<file path="src/sv/wsd_pkg.sv">
`default_nettype none
package wsd_pkg;

   typedef enum logic [4:0] {
      PH_HDR0 = 5'b00001,
      PH_HDR1 = 5'b00010,
      PH_EXT  = 5'b00100,
      PH_MASK = 5'b01000,
      PH_DATA = 5'b10000
   } phase_type;

   typedef enum logic [1:0] {
      FT_TEXT  = 2'd0,
      FT_CLOSE = 2'd1,
      FT_PING  = 2'd2
   } frame_kind_type;

   typedef enum logic [2:0] {
      KIND_MSG   = 3'd0,
      KIND_PONG  = 3'd1,
      KIND_EMPTY = 3'd2,
      KIND_CLOSE = 3'd3,
      KIND_ERROR = 3'd4
   } kind_type;

   localparam logic [3:0] OP_TEXT  = 4'h1;
   localparam logic [3:0] OP_CLOSE = 4'h8;
   localparam logic [3:0] OP_PING  = 4'h9;

   localparam logic [6:0] LEN_16       = 7'd126;
   localparam logic [6:0] LEN_64       = 7'd127;
   localparam logic [6:0] PING_MAX_LEN = 7'd125;
   localparam logic [7:0] PONG_HDR     = 8'h8A;

   typedef struct packed {
      kind_type   kind;
      logic [7:0] data_byte;
      logic       last;
   } result_type;

endpackage
`default_nettype wire

</file>
<file path="src/sv/websocket_frame_deframer_top.sv">
`default_nettype none
// client websocket frame deframer, one received byte per word on the req_ channel
// req_rx_byte carries the stream; rsp_ words give kind, data_byte and last
// kinds: message byte, pong byte, empty message, close received, protocol error
// each byte is parsed in the cycle it is accepted and its results go straight
// into a four-word result queue, so the first result shows in the cycle after
// throughput is one byte per cycle while req_stall is low; the fourth mask key byte of a ping gives
// two results (pong header), which the queue absorbs while the stream goes on
// req_stall rises only when the queue holds three or more words, i.e. when
// the receiver on rsp_ has stalled for a while
// lengths above 2^LENGTH_BITS - 1 are rejected as protocol errors
// after a close or an error every byte is taken and dropped until reset
// reset (synchronous, active high) empties the queue and returns the parser
// to the first header byte
module websocket_frame_deframer_top #(
   parameter int LENGTH_BITS = 63
) (
   input  wire logic       clock,
   input  wire logic       reset,
   input  wire logic       req_valid,
   output logic            req_stall,
   input  wire logic [7:0] req_rx_byte,
   output logic            rsp_valid,
   input  wire logic       rsp_stall,
   output logic [2:0]      rsp_kind,
   output logic [7:0]      rsp_data_byte,
   output logic            rsp_last
);
   import wsd_pkg::*;

   localparam int WIDE_BITS = LENGTH_BITS + 8;

   phase_type              phase_ff, phase_in;
   frame_kind_type         ftype_ff, ftype_in;
   logic [3:0]             ext_left_ff, ext_left_in;
   logic [LENGTH_BITS-1:0] rem_ff, rem_in;
   logic                   ovf_ff, ovf_in;
   logic [31:0]            key_ff, key_in;
   logic [1:0]             idx_ff, idx_in;
   logic                   halted_ff, halted_in;

   result_type             fifo_ff [4];
   logic [1:0]             wr_ptr_ff, rd_ptr_ff;
   logic [2:0]             count_ff;

   logic                   accept, pop;
   logic [1:0]             push_cnt;
   result_type             res0, res1;
   logic [WIDE_BITS-1:0]   wide;
   logic [LENGTH_BITS-1:0] rem_dec;
   logic                   done;
   logic [7:0]             key_byte;
   logic [7:0]             b;
   result_type             head;

   assign accept    = req_valid && !req_stall;
   assign req_stall = count_ff >= 3'd3;
   assign rsp_valid = count_ff != 3'd0;
   assign pop       = rsp_valid && !rsp_stall;
   assign head      = fifo_ff[rd_ptr_ff];
   assign rsp_kind      = head.kind;
   assign rsp_data_byte = head.data_byte;
   assign rsp_last      = head.last;

   assign b       = req_rx_byte;
   assign wide    = {rem_ff, b};
   assign rem_dec = (rem_ff != '0) ? rem_ff - LENGTH_BITS'(1) : rem_ff;
   assign done    = rem_dec == '0;

   always_comb begin
      unique case (idx_ff)
         2'd0: key_byte = key_ff[31:24];
         2'd1: key_byte = key_ff[23:16];
         2'd2: key_byte = key_ff[15:8];
         2'd3: key_byte = key_ff[7:0];
         default: key_byte = key_ff[31:24];
      endcase
   end

   always_comb begin
      phase_in    = phase_ff;
      ftype_in    = ftype_ff;
      ext_left_in = ext_left_ff;
      rem_in      = rem_ff;
      ovf_in      = ovf_ff;
      key_in      = key_ff;
      idx_in      = idx_ff;
      halted_in   = halted_ff;
      push_cnt    = 2'd0;
      res0        = '{kind: KIND_ERROR, data_byte: 8'h00, last: 1'b0};
      res1        = '{kind: KIND_ERROR, data_byte: 8'h00, last: 1'b0};
      if (accept && !halted_ff) begin
         unique case (phase_ff)
            PH_HDR1: begin
               if (!b[7] || (ftype_ff == FT_PING && b[6:0] > PING_MAX_LEN)) begin
                  halted_in = 1'b1;
                  push_cnt  = 2'd1;
               end else begin
                  idx_in = 2'd0;
                  key_in = '0;
                  rem_in = '0;
                  ovf_in = 1'b0;
                  if (b[6:0] == LEN_16) begin
                     ext_left_in = 4'd2;
                     phase_in    = PH_EXT;
                  end else if (b[6:0] == LEN_64) begin
                     ext_left_in = 4'd8;
                     phase_in    = PH_EXT;
                  end else begin
                     rem_in   = {{(LENGTH_BITS-7){1'b0}}, b[6:0]};
                     phase_in = PH_MASK;
                  end
               end
            end
            PH_EXT: begin
               if (ext_left_ff == 4'd8 && b[7]) begin
                  halted_in = 1'b1;
                  push_cnt  = 2'd1;
               end else begin
                  rem_in      = wide[LENGTH_BITS-1:0];
                  ovf_in      = ovf_ff || (wide[WIDE_BITS-1:LENGTH_BITS] != 8'h00);
                  ext_left_in = ext_left_ff - 4'd1;
                  if (ext_left_ff == 4'd1) begin
                     if (ovf_in) begin
                        halted_in = 1'b1;
                        push_cnt  = 2'd1;
                     end else begin
                        phase_in = PH_MASK;
                     end
                  end
               end
            end
            PH_MASK: begin
               key_in = {key_ff[23:0], b};
               idx_in = idx_ff + 2'd1;
               if (idx_ff == 2'd3) begin
                  phase_in = PH_DATA;
                  if (rem_ff == '0) begin
                     phase_in = PH_HDR0;
                  end
                  priority if (ftype_ff == FT_PING) begin
                     res0     = '{kind: KIND_PONG, data_byte: PONG_HDR, last: 1'b0};
                     res1     = '{kind: KIND_PONG, data_byte: {1'b0, rem_ff[6:0]},
                                  last: rem_ff == '0};
                     push_cnt = 2'd2;
                  end else if (rem_ff == '0 && ftype_ff == FT_TEXT) begin
                     res0     = '{kind: KIND_EMPTY, data_byte: 8'h00, last: 1'b0};
                     push_cnt = 2'd1;
                  end else if (rem_ff == '0) begin
                     res0      = '{kind: KIND_CLOSE, data_byte: 8'h00, last: 1'b0};
                     push_cnt  = 2'd1;
                     halted_in = 1'b1;
                  end else begin
                     push_cnt = 2'd0;
                  end
               end
            end
            PH_DATA: begin
               idx_in = idx_ff + 2'd1;
               rem_in = rem_dec;
               priority if (ftype_ff == FT_TEXT) begin
                  res0     = '{kind: KIND_MSG, data_byte: b ^ key_byte, last: done};
                  push_cnt = 2'd1;
               end else if (ftype_ff == FT_PING) begin
                  res0     = '{kind: KIND_PONG, data_byte: b ^ key_byte, last: done};
                  push_cnt = 2'd1;
               end else if (done) begin
                  res0      = '{kind: KIND_CLOSE, data_byte: 8'h00, last: 1'b0};
                  push_cnt  = 2'd1;
                  halted_in = 1'b1;
               end else begin
                  push_cnt = 2'd0;
               end
               if (done) begin
                  phase_in = PH_HDR0;
               end
            end
            default: begin
               // first header byte, also taken for any stray phase code
               if (!b[7] || b[6:4] != 3'b000) begin
                  halted_in = 1'b1;
                  push_cnt  = 2'd1;
               end else begin
                  unique case (b[3:0])
                     OP_TEXT: begin
                        ftype_in = FT_TEXT;
                        phase_in = PH_HDR1;
                     end
                     OP_CLOSE: begin
                        ftype_in = FT_CLOSE;
                        phase_in = PH_HDR1;
                     end
                     OP_PING: begin
                        ftype_in = FT_PING;
                        phase_in = PH_HDR1;
                     end
                     default: begin
                        phase_in  = PH_HDR0;
                        halted_in = 1'b1;
                        push_cnt  = 2'd1;
                     end
                  endcase
               end
            end
         endcase
      end
   end

   always_ff @(posedge clock) begin
      if (reset) begin
         phase_ff    <= PH_HDR0;
         ftype_ff    <= FT_TEXT;
         ext_left_ff <= 4'd0;
         rem_ff      <= '0;
         ovf_ff      <= 1'b0;
         key_ff      <= '0;
         idx_ff      <= 2'd0;
         halted_ff   <= 1'b0;
         wr_ptr_ff   <= 2'd0;
         rd_ptr_ff   <= 2'd0;
         count_ff    <= 3'd0;
      end else begin
         phase_ff    <= phase_in;
         ftype_ff    <= ftype_in;
         ext_left_ff <= ext_left_in;
         rem_ff      <= rem_in;
         ovf_ff      <= ovf_in;
         key_ff      <= key_in;
         idx_ff      <= idx_in;
         halted_ff   <= halted_in;
         wr_ptr_ff   <= wr_ptr_ff + push_cnt;
         if (pop) begin
            rd_ptr_ff <= rd_ptr_ff + 2'd1;
         end
         count_ff <= count_ff + {1'b0, push_cnt} - {2'b00, pop};
      end
   end

   // result queue payload
   always_ff @(posedge clock) begin
      if (push_cnt != 2'd0) begin
         fifo_ff[wr_ptr_ff] <= res0;
      end
      if (push_cnt == 2'd2) begin
         fifo_ff[wr_ptr_ff + 2'd1] <= res1;
      end
   end

endmodule
`default_nettype wire
</file>
<file path="config.mk">
export PLATFORM = sky130hd
export DESIGN_NAME = websocket_frame_deframer_top
export DESIGN_NICKNAME = d
export VERILOG_FILES = /design/src/sv/wsd_pkg.sv /design/src/sv/websocket_frame_deframer_top.sv
export SDC_FILE = /design/constraint.sdc
export NUM_CORES = 1
export LEC_CHECK = 0
export BUFFER_PORTS_ARGS = -buffer_cell sky130_fd_sc_hd__buf_2
export CORE_ASPECT_RATIO = 0.5
export CORE_MARGIN = 5
export CORE_UTILIZATION = 45
export CTS_BUF_LIST = sky130_fd_sc_hd__clkbuf_4 sky130_fd_sc_hd__clkbuf_8 sky130_fd_sc_hd__clkbuf_16
export CTS_CLUSTER_DIAMETER = 200
export DETAILED_ROUTE_END_ITERATION = 8
export RECOVER_POWER = 50
export SLEW_MARGIN = 10
export SYNTH_ARGS = -nofsm -noshare
export SYNTH_HDL_FRONTEND = slang
export SYNTH_SLANG_ARGS = --single-unit
</file>
<file path="constraint.sdc">
create_clock -name clock -period 12.93 [get_ports clock]
set_input_delay 1.293 -clock clock [delete_from_list [all_inputs] [get_ports clock]]
set_output_delay 1.293 -clock clock [all_outputs]
set_load 0.05 [all_outputs]
</file>
Yosys cells after proc, flatten, opt, wreduce, memory -nomap -nowiden

Memory sizes are Yosys's and may differ from the RTL's. A register that Yosys moved wholly into a read port is not among the register bits.
Index checks and enable logic that the tools add are counted.

Eq/ne operators: 33
Multiplexer cells: 80
Multipliers: 0
Add/subtract/negate cells: 8
Reduce and logical (&&, ||, !) cells: 38
Shift-type cells: 0
Div/mod/pow operators: 0
$lt $le $gt $ge: 2
Bitwise logic cells: 3

Operator list:

| kind                                               | count |
|---|---|
| 2-to-1 mux 63 bit                                  | 3 |
| case mux 63 bit (3 select lines)                   | 1 |
| 2-to-1 mux 12 bit                                  | 12 |
| zero test 63 bit                                   | 2 |
| case mux 32 bit (2 select lines)                   | 1 |
| nonzero test 63 bit                                | 1 |
| subtractor 63 x 1 -> 63 bit, second input constant | 1 |
| 2-to-1 mux 5 bit                                   | 8 |
| 2-to-1 mux 32 bit                                  | 1 |
| case mux 8 bit (4 select lines)                    | 1 |
| 2-to-1 mux 1 bit                                   | 30 |
| 2-to-1 mux 4 bit                                   | 6 |
| inequality test 2 bit, second input constant       | 12 |
| case mux 12 bit (2 select lines)                   | 1 |
| case mux 5 bit (4 select lines)                    | 1 |
| equality test 7 bit, second input constant         | 2 |
| 2-to-1 mux 2 bit                                   | 7 |
| 2-to-1 mux 7 bit                                   | 2 |
| equality test 4 bit, second input constant         | 3 |
| AND reduction 12 bit                               | 1 |
| AND reduction 4 bit                                | 3 |
| nonzero test 3 bit                                 | 4 |
| inequality test 3 bit, second input constant       | 3 |
| equality test 2 bit, second input constant         | 4 |
| other kinds (35)                                   | 54 |

Memories: 1
Bits in latches: 0
Logic and storage cells: 176
ROM bits: 0
Bits in writable memories: 48
Flip-flop bits (word level): 117
Input port bits: 12
Output and inout port bits: 14

Memories:

| name    | words | bits a word | read ports | clocked after Yosys merged registers in | wr ports | RTL line                           | RTL |
|---|---|---|---|---|---|---|---|
| fifo_ff | 4     | 12          | 1          | 1                                       | 2        | websocket_frame_deframer_top.sv:42 | `result_type fifo_ff [4];` |

Depth between registers and ports, before layout

Depth after elaboration: 11
Depth in mapped cells: 23
Depth with buffers taken out: 21

Least setup slack after synthesis

Ideal clock, no wire load.

Path kind: flip-flop to flip-flop
Start: reg rem_ff[1]
End: reg count_ff[2]
Cell stages (with the launch flop): 24
Clock period less this slack: 4867 ps
Setup slack: 8063 ps
Arrival: 4740 ps
Library setup time: 128 ps
Path through: dfxtp_1 > clkbuf_1 > inv_1 > ha_1 > nor3b_1 > nand2_1 > or4b_1 > clkbuf_1 > a211oi_1 > nor2b_1 > nand3_1 > a2111oi_4 > nand4_2 > o21ai_4 > nand2_1 > a21o_1 > ha_1 > inv_1 > ha_1 > inv_1 > fa_1 > xnor2_1 > xnor2_1 > nor2_1

Cells in the longest elaborated chain, start to end: 10

Ends and longest elaborated chain:

| what                                                               | RTL line                            | RTL |
|---|---|---|
| start, declared                                                    | websocket_frame_deframer_top.sv:36  | `logic [LENGTH_BITS-1:0] rem_ff, rem_in;` |
| start signal, assigned                                             | websocket_frame_deframer_top.sv:226 | `rem_ff <= rem_in;` |
| subtractor 63 x 1 -> 63 bit or nonzero test 63 bit (tied branches) | websocket_frame_deframer_top.sv:67  | `assign rem_dec = (rem_ff != '0) ? rem_ff - LENGTH_BITS'(1) : rem_ff;` |
| 2-to-1 mux 63 bit                                                  | websocket_frame_deframer_top.sv:67  |  |
| zero test 63 bit                                                   | websocket_frame_deframer_top.sv:68  | `assign done = rem_dec == '0;` |
| 2-to-1 mux 1 bit                                                   | websocket_frame_deframer_top.sv:167 | `end else if (done) begin` |
| 2-to-1 mux 1 bit                                                   | websocket_frame_deframer_top.sv:164 | `end else if (ftype_ff == FT_PING) begin` |
| 2-to-1 mux 1 bit                                                   | websocket_frame_deframer_top.sv:161 | `priority if (ftype_ff == FT_TEXT) begin` |
| case mux 2 bit (4 select lines) (*)                                | websocket_frame_deframer_top.sv:93  | `unique case (phase_ff)` |
| 2-to-1 mux 2 bit (*)                                               | websocket_frame_deframer_top.sv:92  | `if (accept && !halted_ff) begin` |
| adder 3 x 2 -> 3 bit (*)                                           | websocket_frame_deframer_top.sv:235 | `count_ff <= count_ff + {1'b0, push_cnt} - {2'b00, pop};` |
| subtractor 3 x 1 -> 3 bit (*)                                      | websocket_frame_deframer_top.sv:235 |  |
| end signal, assigned                                               | websocket_frame_deframer_top.sv:235 |  |
| end, declared                                                      | websocket_frame_deframer_top.sv:44  | `logic [2:0] count_ff;` |

Every way passes the cells marked *; elsewhere a longest branch is shown, timed or not.
A chain may end at the register's enable or synchronous reset.

Worst setup path in the final report

Start: reg rem_ff[34]
End: reg count_ff[2]

Same word-level chain as after synthesis.

==> results.md <==
* GR Overflow Total at 0
* Final hold violation count at 0
* Die X at 223.6 um
* CTS Sinks at 167
* Crit. End Element: flip-flop
* Post-synthesis mux area share at under 10%
* DRT Wirelength at ~34000 um
* Vias in the first global route at about 9k
* Initial antenna violation count at 0
* Post-Syn Instances at 1306
* DRT Pass-1 Iters at 7
* DRT iter0 DRCs at 1317
* Post-Syn Area at slightly above 10000 sq um
* Antenna viol nets, final at 0
* CP max stage delay at 970 ps
* IO buf count at 25
* Setup violators final at 0
* Main combinational cell family by area after synthesis: simple AND/OR/NAND/NOR gates
* # nets final at ~1.3k
* Fraction of layout cells with a size suffix above 1 at 7.080%
* GPL Wtd Cong at 0.9290
* Crit-path slowest cell: and2_1
* Fillcell total at 2219
* CTS buffer count at 17
* Die H at ~120 um
* Max clock buf depth at 2
* Synth Area in Adders at around 1.7%
* Synth Net Count at between 1k and 1.5k
* Register area at 3744 sq um
* Synth cell types at 74
* WP buf/inv at 2
* Residual DRC at 0
* IO Pins at 26
* Slew Viols, Final at 194
* Max FO, Critical Path at 25
* Largest delay contributor family on the critical path: simple AND/OR/NAND/NOR gates
* Largest net degree at the start of global routing at between 80 and 90
* Yosys warns at 0
* Initial Utilization at a little under half
* Worst Max-Slew Pin Slew at 4090 ps
* Arrival time at the worst endpoint at 6860 ps
* Simple-gate share of the synthesized area at around 28%
* Min Tclk post-route at 6696 ps
* Multi-input combinational cell area at about 6000 sq um
* Row cnt at 39
* Area fraction of the dominant cell type after synthesis at about a quarter
* P_leak at 3.933 nW
* Startpoint type of the worst setup path: flip-flop
* Syn_area_per_cell at 7.862 sq um
* Critical path required time at 13100 ps
* Routed vias/inst at 6.481
* Status: complete, but fails checks
* Clk Latency, worst-skew pair at 450 ps
* Worst Hold Class: flip-flop to flip-flop
* Commonest non-fill, non-tap cell in the layout: nand2_1
* EDFF count, synth at 40
* Final period utilization at between 50 and 60%
* Resize count post-CTS at 0
* Final hold slack at 460.3 ps
* Number of synthesized register bits at around 170
* Peak VDD IR at 0.09286 mV
* RSZ-0062 raised after global routing: false
* Top_reg_cell synth: dfxtp_1
* Post-Route Skew at 12.01 ps
* Wire length per cell at 21.46 um
* Post-synth top area cell: dfxtp_1
* Clk Tree Root Cell: clkbuf_16
* Post-synthesis compound-gate area fraction at 21.09%
* Area delta synth->final at 7.190%
* Sequential share of the synthesized area at between 30 and 40%
* Final HPWL DP at ~22000 um
* Setup_tns at 0 ps
* Die Area at 26120 sq um
* Slew HR at -172.6%
* Hold Buf Count CTS at 0
* Failing checks: max-capacitance violations, max-slew violations
* Critical path, cell by cell: or4_1 > or4_1 > nor4b_2 > and2_1 > nor3_1 > xor2_1 > nor3_1 > nand4b_1 > o21ai_4 > nand2_1 > a21o_1 > ha_1 > inv_1 > ha_1 > inv_1 > fa_1 > xnor2_1 > xnor2_1 > nor2_1
* CTS tree: done
* Setup CP Type: flip-flop to flip-flop
* Synth Area in XOR/XNOR at 3.583%
* Clock-pin transition on the worst setup and hold timing paths at 70 ps
* Setup Fix Bufs, Post-CTS at 0
* Pwr/cell area at 119.6 nW/um^2
* H-tree depth at 4
* Ant diodes at 0
* Fmax at 149.3 MHz
* Maxcap violations at 3
* Core area at 22640 sq um
* First-pass GRT wire length at between 50000 and 60000 um
* GRT Util Overall at 25.49%
* Via count at 10.14k
* Most frequent cells in the layout: nand2_1 (158), nor2_1 (152), dfxtp_1 (127), a21oi_1 (93), nor3_1 (78)
* Post-synth ARST share at 0%
* Top cells by area, synth: dfxtp_1 (25%), edfxtp_1 (12%), nand2_1 (5.8%), nor2_1 (5.6%), a21oi_1 (4.5%)
-- report_power, final --
group          switching, mW  internal (mW)
Clock                  0.230          0.313
Sequential            0.0213          0.555
Combinational          0.139         0.0589
-- worst min-delay path: stages, from the launching register on --
cell and delay (ps):
dfxtp_1 310, nand2_1 50, mux2i_1 50
-- layout make-up --
type                            instances  share of cell area [%]
Multi-Input combinational cell       1008                   54.67
Timing Repair Buffer                   33                   1.614
Clock buffer                           21                   4.411
Clock inverter                         11                   1.216
Tap cell                              307                   3.490
Inverter                               17                  0.5798
Sequential cell                       167                   34.02
-- kinds of logic after synthesis --
| logic type | count (synthesis) |
|---|---|
| XOR/XNOR | 42 |
| adder cells (fa/ha/maj) | 13 |
| AO/OA/AOI/OAI | 334 |
| flip-flops | 167 |
| multiplexers | 27 |
| AND/OR/NAND/NOR | 592 |
| buffers and inverters | 131 |
-- sequential cells by signal (all words and copies together), names as in the netlist, named ones only --
register / cells
ftype_ff: 2
idx_ff: 2
phase_ff: 5
fifo_ff: 48
rem_ff: 63
ext_left_ff: 4
wr_ptr_ff: 2
key_ff: 32
rd_ptr_ff: 2
count_ff: 3
ovf_ff: 1
halted_ff: 1
-- final timing paths --
kind / startpoint / end / slack (ps) / cells after the start
max: rem_ff[34] / count_ff[2] / 6230 / 19
max reg2reg: rem_ff[34] / count_ff[2] / 6230 / 19
min reg2reg: fifo_ff[0][10] / fifo_ff[0][10] / 460 / 2
min: fifo_ff[0][10] / fifo_ff[0][10] / 460 / 2
-- synth_stat cells (16+ instances only) --
library cell    n
nand2_1       159
nor2_1        153
dfxtp_1       127
a21oi_1        93
clkbuf_1       91
nor3_1         78
o21ai_0        72
nand3_1        57
edfxtp_1       40
nor4_1         30
o22ai_1        25
xor2_1         25
a211oi_1       22
a221oi_1       22
a22oi_1        20
or3_1          20
xnor2_1        17
inv_1          16
nand4_1        16
-- stage by stage --
| stage | cell area (sq um) | utilization (%) | worst slack, ps | power [mW] | cells |
|---|---|---|---|---|---|
| floorplan | 10270 | - | 8063 | 0.7390 | 1306 |
| global placement | 10380 | 45.84 | 6713 | 0.7904 | 1531 |
| detailed placement | 10380 | 45.84 | 6483 | 0.7922 | 1531 |
| CTS | 11000 | 48.57 | 6460 | 1.331 | 1563 |
| global route | 11010 | 48.61 | 5871 | 1.365 | 1564 |
| finish | 11010 | 48.61 | 6234 | 1.317 | 1564 |
-- per-layer routing --
layer,global-route usage [%],vias to the layer above,part of all wire [%]
met1,35.11,4911,45
li1,-,4724,-
met3,5.931,63,7.5
met5,0,-,0
met2,40.10,439,45
met4,8.564,0,2.5
Power figures use the tool's default switching activity.
